==> src/design/priority_run_queue_macros.svh <==
`ifndef PRIORITY_RUN_QUEUE_MACROS_SVH
`define PRIORITY_RUN_QUEUE_MACROS_SVH

// same-cycle implication, masked during reset
`define PRQ_ASSERT_IMP(label, clk, rst, ante, cons) \
  label: assert property (@(posedge clk) disable iff (rst) (ante) |-> (cons)) \
    else $error("priority_run_queue: same-cycle check failed");

// next-cycle implication, masked during reset
`define PRQ_ASSERT_NEXT(label, clk, rst, ante, cons) \
  label: assert property (@(posedge clk) disable iff (rst) (ante) |=> (cons)) \
    else $error("priority_run_queue: next-cycle check failed");

`endif

==> src/design/prq_pkg.sv <==
package prq_pkg;

  localparam int unsigned ID_W    = 15;
  localparam int unsigned PRIO_W  = 8;
  localparam int unsigned SLICE_W = 8;
  localparam int unsigned COUNT_W = 6;

  localparam logic [PRIO_W-1:0]  DEFAULT_PRIORITY = 8'd10;
  localparam logic [SLICE_W-1:0] MAX_SLICE_RESET  = 8'd5;

  typedef enum logic [1:0] {
    CMD_ENQUEUE = 2'd0,
    CMD_DEQUEUE = 2'd1,
    CMD_PICK    = 2'd2,
    CMD_TICK    = 2'd3
  } cmd_t;

  typedef enum logic [1:0] {
    FAULT_NONE   = 2'd0,
    FAULT_FULL   = 2'd1,
    FAULT_ABSENT = 2'd2
  } fault_t;

  typedef enum logic [1:0] {
    ST_IDLE,
    ST_SCAN,
    ST_FLUSH,
    ST_DONE
  } state_t;

  typedef struct packed {
    logic [ID_W-1:0]    id;
    logic [PRIO_W-1:0]  prio;
    logic [SLICE_W-1:0] slice;
  } entry_t;

  typedef struct packed {
    logic load;
    logic scan;
    logic commit;
  } ctrl_cmd_t;

  typedef struct packed {
    logic idx_last;
  } ctrl_stat_t;

endpackage

==> src/design/prq_ram.sv <==
module prq_ram #(
  parameter int unsigned WIDTH = 31,
  parameter int unsigned DEPTH = 32,
  parameter int unsigned AW    = $clog2(DEPTH)
) (
  input  logic             clk,
  input  logic             we,
  input  logic [AW-1:0]    waddr,
  input  logic [WIDTH-1:0] wdata,
  input  logic [AW-1:0]    raddr,
  output logic [WIDTH-1:0] rdata
);

  logic [WIDTH-1:0] mem [DEPTH];

  always_ff @(posedge clk) begin
    if (we) begin
      mem[waddr] <= wdata;
    end
    rdata <= mem[raddr];
  end

endmodule

==> src/design/prq_ctrl.sv <==
module prq_ctrl (
  input  logic                   clk,
  input  logic                   rst,
  input  logic                   start,
  input  logic [1:0]             cmd,
  input  prq_pkg::ctrl_stat_t    stat,
  output prq_pkg::ctrl_cmd_t     ctl,
  output logic                   busy
);

  prq_pkg::state_t state, state_next;

  always_ff @(posedge clk) begin
    if (rst) begin
      state <= prq_pkg::ST_IDLE;
    end else begin
      state <= state_next;
    end
  end

  always_comb begin
    state_next = state;
    ctl        = '0;
    unique case (state)
      prq_pkg::ST_IDLE: begin
        if (start) begin
          ctl.load = 1'b1;
          if (prq_pkg::cmd_t'(cmd) == prq_pkg::CMD_TICK) begin
            state_next = prq_pkg::ST_DONE;
          end else begin
            state_next = prq_pkg::ST_SCAN;
          end
        end
      end
      prq_pkg::ST_SCAN: begin
        ctl.scan = 1'b1;
        if (stat.idx_last) begin
          state_next = prq_pkg::ST_FLUSH;
        end
      end
      prq_pkg::ST_FLUSH: begin
        state_next = prq_pkg::ST_DONE;
      end
      prq_pkg::ST_DONE: begin
        ctl.commit = 1'b1;
        state_next = prq_pkg::ST_IDLE;
      end
      default: begin
        state_next = prq_pkg::ST_IDLE;
      end
    endcase
  end

  assign busy = (state != prq_pkg::ST_IDLE);

endmodule

==> src/design/prq_datapath.sv <==
module prq_datapath #(
  parameter int unsigned QUEUE_DEPTH = 32
) (
  input  logic                          clk,
  input  logic                          rst,
  input  prq_pkg::ctrl_cmd_t            ctl,
  output prq_pkg::ctrl_stat_t           stat,
  input  logic [1:0]                    cmd,
  input  logic [prq_pkg::ID_W-1:0]      task_id,
  input  logic [prq_pkg::PRIO_W-1:0]    task_priority,
  input  logic [prq_pkg::SLICE_W-1:0]   task_slice,
  input  logic                          cfg_we,
  input  logic [prq_pkg::SLICE_W-1:0]   cfg_data,
  output logic                          done,
  output logic                          found,
  output logic [prq_pkg::ID_W-1:0]      picked_id,
  output logic [prq_pkg::PRIO_W-1:0]    picked_priority,
  output logic [prq_pkg::SLICE_W-1:0]   granted_slice,
  output logic                          resched,
  output logic [prq_pkg::COUNT_W-1:0]   queued_count,
  output logic [1:0]                    fault
);

  localparam int unsigned IW = $clog2(QUEUE_DEPTH);
  localparam int unsigned CW = $clog2(QUEUE_DEPTH + 1);
  localparam int unsigned EW = $bits(prq_pkg::entry_t);

  logic [QUEUE_DEPTH-1:0]          slot_valid;
  logic [IW-1:0]                   idx, ev_idx, hit_idx;
  logic                            ev, ev_vld;
  prq_pkg::cmd_t                   op;
  logic [prq_pkg::ID_W-1:0]        in_id, hit_id;
  logic [prq_pkg::PRIO_W-1:0]      in_prio, hit_prio;
  logic [prq_pkg::SLICE_W-1:0]     in_slice, hit_slice;
  logic                            hit;
  logic [CW-1:0]                   count, count_next;
  logic [prq_pkg::SLICE_W-1:0]     running, running_next, max_slice;
  prq_pkg::entry_t                 rd_entry, wr_entry;
  logic [EW-1:0]                   rd_bits;
  logic                            ram_we;
  logic                            found_next, resched_next;
  logic [prq_pkg::ID_W-1:0]        pid_next;
  logic [prq_pkg::PRIO_W-1:0]      ppri_next;
  logic [prq_pkg::SLICE_W-1:0]     gslice_next, tick_slice;
  prq_pkg::fault_t                 fault_next;
  logic                            take_pick;

  assign stat.idx_last = (idx == IW'(QUEUE_DEPTH - 1));

  assign wr_entry = '{id: in_id, prio: in_prio, slice: in_slice};
  assign ram_we   = ctl.commit && (op == prq_pkg::CMD_ENQUEUE) && hit;
  assign rd_entry = prq_pkg::entry_t'(rd_bits);

  prq_ram #(
    .WIDTH (EW),
    .DEPTH (QUEUE_DEPTH),
    .AW    (IW)
  ) u_slots (
    .clk   (clk),
    .we    (ram_we),
    .waddr (hit_idx),
    .wdata (wr_entry),
    .raddr (idx),
    .rdata (rd_bits)
  );

  assign take_pick = ev_vld && (!hit || (rd_entry.prio > hit_prio) ||
                     ((rd_entry.prio == hit_prio) && (rd_entry.id < hit_id)));

  assign tick_slice = (running != '0) ? running - 8'd1 : running;

  always_comb begin
    found_next   = 1'b0;
    pid_next     = '0;
    ppri_next    = '0;
    gslice_next  = '0;
    resched_next = 1'b0;
    fault_next   = prq_pkg::FAULT_NONE;
    count_next   = count;
    running_next = running;
    case (op)
      prq_pkg::CMD_ENQUEUE: begin
        if (hit) begin
          gslice_next = in_slice;
          count_next  = count + CW'(1);
        end else begin
          fault_next = prq_pkg::FAULT_FULL;
        end
      end
      prq_pkg::CMD_DEQUEUE: begin
        if (hit) begin
          found_next   = 1'b1;
          gslice_next  = hit_slice;
          running_next = hit_slice;
          count_next   = count - CW'(1);
        end else begin
          fault_next = prq_pkg::FAULT_ABSENT;
        end
      end
      prq_pkg::CMD_PICK: begin
        if (hit) begin
          found_next = 1'b1;
          pid_next   = hit_id;
          ppri_next  = hit_prio;
        end
      end
      default: begin
        running_next = tick_slice;
        gslice_next  = tick_slice;
        resched_next = (tick_slice == '0);
      end
    endcase
  end

  // control state
  always_ff @(posedge clk) begin
    if (rst) begin
      slot_valid <= '0;
      count      <= '0;
      running    <= '0;
      max_slice  <= prq_pkg::MAX_SLICE_RESET;
      ev         <= 1'b0;
      done       <= 1'b0;
    end else begin
      if (cfg_we) begin
        max_slice <= cfg_data;
      end
      ev   <= ctl.scan;
      done <= ctl.commit;
      if (ctl.commit) begin
        count   <= count_next;
        running <= running_next;
        if (hit && (op == prq_pkg::CMD_ENQUEUE)) begin
          slot_valid[hit_idx] <= 1'b1;
        end
        if (hit && (op == prq_pkg::CMD_DEQUEUE)) begin
          slot_valid[hit_idx] <= 1'b0;
        end
      end
    end
  end

  // scan and payload
  always_ff @(posedge clk) begin
    if (ctl.load) begin
      op      <= prq_pkg::cmd_t'(cmd);
      in_id   <= task_id;
      in_prio <= (task_priority == '0) ? prq_pkg::DEFAULT_PRIORITY : task_priority;
      in_slice <= ((task_slice == '0) || (task_slice > max_slice)) ? max_slice : task_slice;
      idx     <= '0;
      hit     <= 1'b0;
    end else begin
      if (ctl.scan) begin
        idx <= idx + IW'(1);
      end
      if (ev) begin
        case (op)
          prq_pkg::CMD_ENQUEUE: begin
            if (!hit && !ev_vld) begin
              hit     <= 1'b1;
              hit_idx <= ev_idx;
            end
          end
          prq_pkg::CMD_DEQUEUE: begin
            if (!hit && ev_vld && (rd_entry.id == in_id)) begin
              hit       <= 1'b1;
              hit_idx   <= ev_idx;
              hit_slice <= rd_entry.slice;
            end
          end
          prq_pkg::CMD_PICK: begin
            if (take_pick) begin
              hit      <= 1'b1;
              hit_id   <= rd_entry.id;
              hit_prio <= rd_entry.prio;
            end
          end
          default: begin
          end
        endcase
      end
    end
    ev_idx <= idx;
    ev_vld <= slot_valid[idx];
    if (ctl.commit) begin
      found           <= found_next;
      picked_id       <= pid_next;
      picked_priority <= ppri_next;
      granted_slice   <= gslice_next;
      resched         <= resched_next;
      queued_count    <= prq_pkg::COUNT_W'(count_next);
      fault           <= fault_next;
    end
  end

endmodule

==> src/design/priority_run_queue.sv <==
// channel   direction  beat marked by        payload
// command   in         start & !busy         cmd, task_id, task_priority, task_slice
// result    out        done (one cycle)      found, picked_id, picked_priority,
//                                            granted_slice, resched, queued_count, fault
// config    in         cfg_we                cfg_data (max_slice)
//
// enqueue, dequeue and pick scan every slot through the slot ram, one per
// cycle, then pass through the flush and done states before busy falls
// a tick skips the scan and flush and goes straight to done
// done pulses in the first cycle in which busy is low again; a new command may start then
// synchronous reset empties the queue, clears the running slice and sets
// max_slice to 5; the result side cannot stall
`include "priority_run_queue_macros.svh"

module priority_run_queue #(
  parameter int unsigned QUEUE_DEPTH = 32
) (
  input  logic                          clk,
  input  logic                          rst,
  input  logic                          start,
  output logic                          busy,
  input  logic [1:0]                    cmd,
  input  logic [prq_pkg::ID_W-1:0]      task_id,
  input  logic [prq_pkg::PRIO_W-1:0]    task_priority,
  input  logic [prq_pkg::SLICE_W-1:0]   task_slice,
  input  logic                          cfg_we,
  input  logic [prq_pkg::SLICE_W-1:0]   cfg_data,
  output logic                          done,
  output logic                          found,
  output logic [prq_pkg::ID_W-1:0]      picked_id,
  output logic [prq_pkg::PRIO_W-1:0]    picked_priority,
  output logic [prq_pkg::SLICE_W-1:0]   granted_slice,
  output logic                          resched,
  output logic [prq_pkg::COUNT_W-1:0]   queued_count,
  output logic [1:0]                    fault
);

  prq_pkg::ctrl_cmd_t  ctl;
  prq_pkg::ctrl_stat_t stat;

  prq_ctrl u_ctrl (
    .clk   (clk),
    .rst   (rst),
    .start (start),
    .cmd   (cmd),
    .stat  (stat),
    .ctl   (ctl),
    .busy  (busy)
  );

  prq_datapath #(
    .QUEUE_DEPTH (QUEUE_DEPTH)
  ) u_datapath (
    .clk             (clk),
    .rst             (rst),
    .ctl             (ctl),
    .stat            (stat),
    .cmd             (cmd),
    .task_id         (task_id),
    .task_priority   (task_priority),
    .task_slice      (task_slice),
    .cfg_we          (cfg_we),
    .cfg_data        (cfg_data),
    .done            (done),
    .found           (found),
    .picked_id       (picked_id),
    .picked_priority (picked_priority),
    .granted_slice   (granted_slice),
    .resched         (resched),
    .queued_count    (queued_count),
    .fault           (fault)
  );

  `PRQ_ASSERT_IMP(a_done_idle, clk, rst, done, !busy)
  `PRQ_ASSERT_NEXT(a_start_busy, clk, rst, start && !busy, busy)
  `PRQ_ASSERT_IMP(a_fault_quiet, clk, rst, done && (fault != prq_pkg::FAULT_NONE),
                  !found && (granted_slice == '0))
  `PRQ_ASSERT_IMP(a_resched_zero, clk, rst, done && resched, granted_slice == '0)

endmodule
==> config.mk <==
export PLATFORM = sky130hd
export DESIGN_NAME = priority_run_queue
export DESIGN_NICKNAME = d
export VERILOG_FILES = /design/src/design/prq_pkg.sv /design/src/design/prq_ram.sv /design/src/design/prq_ctrl.sv /design/src/design/prq_datapath.sv /design/src/design/priority_run_queue.sv
export VERILOG_INCLUDE_DIRS = /design/src /design/src/design
export SDC_FILE = /design/constraint.sdc
export NUM_CORES = 1
export LEC_CHECK = 0
export BUFFER_PORTS_ARGS = -buffer_cell sky130_fd_sc_hd__clkbuf_2
export CAP_MARGIN = 20
export CORE_UTILIZATION = 60
export DETAILED_ROUTE_END_ITERATION = 7
export PLACE_DENSITY = 0.77
export SYNTH_ARGS = -nofsm -noshare
export SYNTH_HDL_FRONTEND = slang
export SYNTH_HIERARCHICAL = 1
export SYNTH_SLANG_ARGS = --single-unit
==> constraint.sdc <==
create_clock -name clk -period 5.4 [get_ports clk]
set_input_delay 0.81 -clock clk [delete_from_list [all_inputs] [get_ports clk]]
set_output_delay 0.81 -clock clk [all_outputs]
set_load 0.01 [all_outputs]
# --- After elaboration in Yosys (flattened, before gate mapping) ---
# Memory sizes are Yosys's and may differ from the RTL's. A register that Yosys moved wholly into a read port is not among the register bits.
# Cells that the tools add are included.
# Widths: inputs -> output; s select.
word_totals:
  wordCells: 130
  regBits: 180
  mem_count: 1
  ramBits: 992
classes:
  reduce_logical: 34
  mux: 39
  n_addsub: 4
  n_eq_ne: 15
  n_lt_le_gt_ge: 6
  bitwise_logic: 5
mem_list:
  columns: ["memory", "depth", "word_bits", "read_ports", "rd_ports_with_merged_regs", "write_ports", "line_no", "rtl"]
  rows:
  - ["u_datapath.u_slots.mem", 32, 31, 1, 1, 1, "prq_ram.sv:14", "logic [WIDTH-1:0] mem [DEPTH];"]
ops:
  columns: ["operator", "n"]
  rows:
  - ["$mux 32", 4]
  - ["$mux 8", 5]
  - ["$and 32x32->32", 1]
  - ["$not 32->32", 1]
  - ["$or 32x32->32", 1]
  - ["$logic_not 8->1", 3]
  - ["$pmux 8 s3", 1]
  - ["$gt 8x8->1", 2]
  - ["$pmux 8 s2", 1]
  - ["$eq 15x15->1", 1]
  - ["$lt 15x15->1", 1]
  - ["$mux 1", 13]
  - ["$lt 5x6->1 const B", 2]
  - ["$mux 6", 2]
  - ["$pmux 6 s2", 1]
  - ["$logic_and 1x1->1", 10]
  - ["$mux 5", 2]
  - ["$pmux 5 s2", 1]
  - ["$reduce_and 5->1", 2]
  - ["$eq 2x2->1 const B", 4]
  - ["$eq 8x8->1", 1]
  - ["$mux 2", 4]
  - ["$ne 2x2->1 const B", 4]
  - ["$pmux 2 s4", 1]
  - ["other kinds (24)", 35]

# --- Longest topological paths before layout ---
logic_depth:
  ltp_word: 10
  ltp_mapped: 9
  mapped_depth_nobuf: 7

# --- Cells and area by module ---
# The synthesis kept the hierarchy.
by_module_without_submodules:
  columns: ["module", "area_each_um2", "cells_each", "n_inst"]
  rows:
  - ["prq_ram", 39163.8, 2192, 1]
  - ["prq_datapath", 8159.1, 688, 1]
  - ["prq_ctrl", 176.4, 20, 1]

# --- Worst setup path before layout ---
# Ideal clock, no wire load.
synth_timing:
  path_type: "register to register"
  startpoint: "register u_ctrl.state[0]"
  endpoint: "memory u_datapath.u_slots.mem[28][0] (enable)"
  slack_ns: 0.887
  arrival_ns: 4.094
  synth_period_minus_slack_ns: 4.513
  path_buffers: 2
  required_ns: 4.981
  stages_incl_launch_ff: 8
  cell_sequence: "dfxtp_1 -> ha_1 -> clkbuf_1 -> nand2_1 -> inv_1 -> or3b_2 -> clkbuf_1 -> nor2_1"
synth_lines:
  columns: ["element", "line_no", "rtl"]
  rows:
  - ["start: declaration", "prq_ctrl.sv:11", "prq_pkg::state_t state, state_next;"]
  - ["start signal: assignment", "prq_ctrl.sv:15", "state <= prq_pkg::ST_IDLE;"]
  - ["start signal: assignment", "prq_ctrl.sv:17", "state <= state_next;"]
  - ["end: declaration", "prq_ram.sv:14", null]

# --- Final worst setup path ---
layout_timing:
  startpoint: "register u_datapath.op[1]"
  endpoint: "memory u_datapath.u_slots.mem[0][30] (enable)"
layout_between:
  elab_chain_cells: 5
layout_rtl:
  columns: ["element", "line_no", "rtl"]
  rows:
  - ["start: declaration", "prq_datapath.sv:31", "prq_pkg::cmd_t op;"]
  - ["start signal: assignment", "prq_datapath.sv:146", "op <= prq_pkg::cmd_t'(cmd);"]
  - ["$logic_not 2->1", "prq_datapath.sv:51", "assign ram_we = ctl.commit && (op == prq_pkg::CMD_ENQUEUE) && hit;"]
  - ["$logic_and 1x1->1 (2 in a row)", "prq_datapath.sv:51", null]
  - ["via u_datapath.ram_we", "prq_datapath.sv:40", "logic ram_we;"]
  - ["$mux 1", "prq_ram.sv:17", "if (we) begin"]
  - ["$mux 1 (implied by the code)", "prq_ram.sv:18", "mem[waddr] <= wdata;"]
# The timed path passes the listed nets, and every way through them passes these cells.

==> results.py <==
metrics = {
    "worst_setup_path": {
        "start_kind": "flop",
        "critPathRequiredTime_ns": 5.69,
        "critPathKind": "reg2reg",
        "r2r_slack_ns": 1.22,
        "r2r-start": "u_datapath/op[1]$_DFFE_PP_",
        "crit_path_end_kind": "flop",
        "rr_worst_depth": 7,
        "arrival_ns": 4.47,
        "crit_path_max_fanout": 31,
        "reg2reg_to": "u_datapath/u_slots/mem[0][30]$_DFFE_PP_",
    },
    "status": {
        "status": "finished clean",
    },
    "clocking": {
        "tritoncts": "yes",
        "numCtsBuffers": 114,
        "clockRootBuffer": "clkbuf_16",
        "ctsHtreeMaxLevel": 3,
        "cts_hold_buf": 0,
        "clkTransAtPathRegs_ns": 0.06,
        "clockBufferDepth": 3,
        "cts_sinks": 1203,
        "post_cts_buffers": 0,
        "cts-resized-gates": 0,
        "clock_latency_ns": 0.67,
    },
    "synth": {
        "ys_warn_count": 6,
        "synth_cells": 2900,
        "ys_seq_area_frac": 0.7392,
        "synth.area.top_cells": "edfxtp_1 70%, mux2i_1 11%, dfxtp_1 4.3%, a22oi_1 1.6%, a21oi_1 1.6%",
        "synth.most_common_cell": "edfxtp_1",
        "synthFlopType": "edfxtp_1",
        "synth-seq-cells": 1203,
        "synth.net_count": 2991,
        "synth.avg_cell_area_um2": 16.38,
        "synth_common_cells": "1102 x edfxtp_1, 512 x mux2i_1, 150 x a21oi_1, 132 x nand2_1",
        "synth_cell_types": 66,
        "synth_area_um2": 47500,
        "yosys.area.top_type": "edfxtp_1",
        "yosysTopAreaCellShare": 0.6967,
        "async_flop_share": 0,
        "synth_edf_count": 1102,
    },
    "power": {
        "p_sw_frac": 0.2846,
        "ir_drop_uv": 320.6,
        "combPwrFrac": 0.203,
        "intPower_mw": 17.14,
        "cellLeakagePower_nw": 17.66,
        "pwr-share-clk": 0.326,
        "p_switching_mw": 6.819,
        "power_density_nw_per_um2": 452.0,
        "seqPwrFrac": 0.471,
    },
    "floorplan": {
        "ioPinCount": 88,
        "die_width_um": 283.4,
        "num_rows": 102,
        "coreArea_um2": 77850,
        "die_height_um": 283.4,
        "die_area_um2": 80300,
        "start_util": 0.6101,
    },
    "layout": {
        "fin_area_um2": 53010,
        "fin_nets": 3099,
        "area_growth_pct": 11.59,
        "drive_above_1_share": 0.1261,
    },
    "global_route": {
        "grtUsageTotal": 0.2682,
        "antenna_found_initial": 1,
        "grt_use_met3": 0.04340,
        "grt_max_degree": 125,
        "grt_pass1_vias": 26120,
        "met2_usage": 0.4269,
        "grt_pass1_wl_um": 162200,
        "use_met1": 0.3889,
        "gr-total-overflow": 0,
        "busiest_layer": "met2",
    },
    "route": {
        "vias_per_cell": 6.422,
        "drt_pass1_iterations": 6,
        "vias": 26600,
        "drtIter0Drc": 2946,
        "drc": 0,
        "wl_um": 108400,
        "ant_nets": 0,
        "wl_per_cell_um": 26.18,
    },
    "job": {
        "drv_cap": 0,
    },
    "timing": {
        "rsz0062_at_grt": "no",
        "period_share": 0.7734,
        "slew_violations": 0,
        "slew_headroom": 0.2877,
        "setup-tns-final_ns": 0,
        "fin_crit_ns": 4.176,
        "fin_skew_ns": 0.02242,
        "setup_violations": 0,
        "hold_viol": 0,
        "tightest_slew_ns": 1.066,
        "fmax_ghz": 0.2395,
    },
    "worst_hold_path": {
        "min_from": "task_id[6]",
        "min_to": "u_datapath/in_id[6]$_DFFE_PP_",
        "hp-class": "in2reg",
        "hold_depth": 1,
    },
    "placement": {
        "io_buffers": 87,
        "place.gp.congestion": 0.8782,
        "dpl-instance-area_um2": 49250,
        "dpl.hpwl_um": 65940,
    },
}
metrics by stage:
stage	util	setup WS, ns	hold WS (ns)	cells	total power [mW]
2_1_floorplan	-	0.8867	0.3686	2900	14.57
3_3_place_gp	0.6327	1.431	0.3868	3929	16.06
3_5_place_dp	0.6327	1.322	0.3906	3929	16.19
4_1_cts	0.6798	1.303	0.2813	4138	23.93
5_1_grt	0.6808	0.9799	0.2969	4141	24.66
6_report	0.6809	1.224	0.3121	4142	23.96
state kept, by name (all words and copies together), names as in the netlist, 15 cells and up:
signal and cells:
u_datapath/slot_valid 32, u_datapath/hit_id 15, u_datapath/u_slots/mem 992, u_datapath/u_slots/rdata 31, u_datapath/picked_id 15, u_datapath/in_id 15
placed cells by master (no fill, tap or decap), types with 17 or more instances in the layout:
| cell type | n |
|---|---|
| a211oi_1 | 34 |
| clkbuf_1 | 30 |
| dfxtp_1 | 100 |
| clkinv_2 | 18 |
| nand3_1 | 98 |
| mux2i_1 | 512 |
| o21ai_0 | 21 |
| buf_4 | 56 |
| clkinv_1 | 22 |
| and3_1 | 26 |
| nor2_4 | 33 |
| nor2_1 | 44 |
| ha_1 | 45 |
| a22oi_1 | 101 |
| inv_1 | 48 |
| a22o_1 | 62 |
| edfxtp_1 | 1102 |
| nor3_1 | 35 |
| nand2_1 | 132 |
| clkbuf_16 | 116 |
| xor2_1 | 17 |
| clkbuf_2 | 87 |
| a21oi_1 | 149 |
| a31oi_1 | 35 |
cell families after synthesis:
kind of cell    share of synthesized area
compound gates                    0.06159
xor+xnor                         0.004241
fa+ha+maj                         0.01212
buf+inv                           0.02123
flops                              0.7392
mux                                0.1158
simple gates                      0.04578
power groups by stage:
| stage | sequential, mW | combinational (mW) | clock (mW) |
|---|---|---|---|
| floorplan | 11.4 | 3.15 | 0 |
| global placement | 11.5 | 4.58 | 0 |
| detailed placement | 11.5 | 4.70 | 0 |
| CTS | 11.3 | 4.74 | 7.90 |
| global route | 11.3 | 5.12 | 8.25 |
| finish | 11.3 | 4.85 | 7.82 |
worst max-delay path by stage:
stage	start	to	slack [ns]
global placement	u_datapath/op[0]$_DFFE_PP_	u_datapath/u_slots/mem[8][22]$_DFFE_PP_	1.43
finish	u_datapath/op[1]$_DFFE_PP_	u_datapath/u_slots/mem[0][30]$_DFFE_PP_	1.22
floorplan	u_ctrl/state[0]$_SDFFE_PP0P_	u_datapath/u_slots/mem[28][0]$_DFFE_PP_	0.89
detailed placement	u_datapath/op[1]$_DFFE_PP_	u_datapath/u_slots/mem[0][26]$_DFFE_PP_	1.32
global route	u_datapath/op[0]$_DFFE_PP_	u_datapath/u_slots/mem[0][30]$_DFFE_PP_	0.98
CTS	u_datapath/op[0]$_DFFE_PP_	u_datapath/u_slots/mem[0][0]$_DFFE_PP_	1.30
critical path: stages (launching register included):
cell and delay, ns:
edfxtp_1 0.47, inv_1 0.14, ha_1 0.46, and2_0 0.51
nand2_1 0.28, inv_1 0.26, or3b_2 0.76, nor2_4 0.88
cell type report:
type	instances	area (um^2)
flip-flops and latches	1203	35120
fillers	4976	24840
multi-input cells	1487	11650
clock buffers	153	3112
well taps	1040	1301
repair buffers	153	1079
clock inverters	56	555.5
inverters	49	183.9
diodes	1	2.502
per-layer routing:
metal  part of all wire  vias to the layer above
met3              0.094                      171
met5           0.000065                        -
met2               0.48                     1413
met4              0.022                        2
met1               0.41                    13480
li1                   -                    11530
Note: power is estimated with default switching activity, not from simulation.
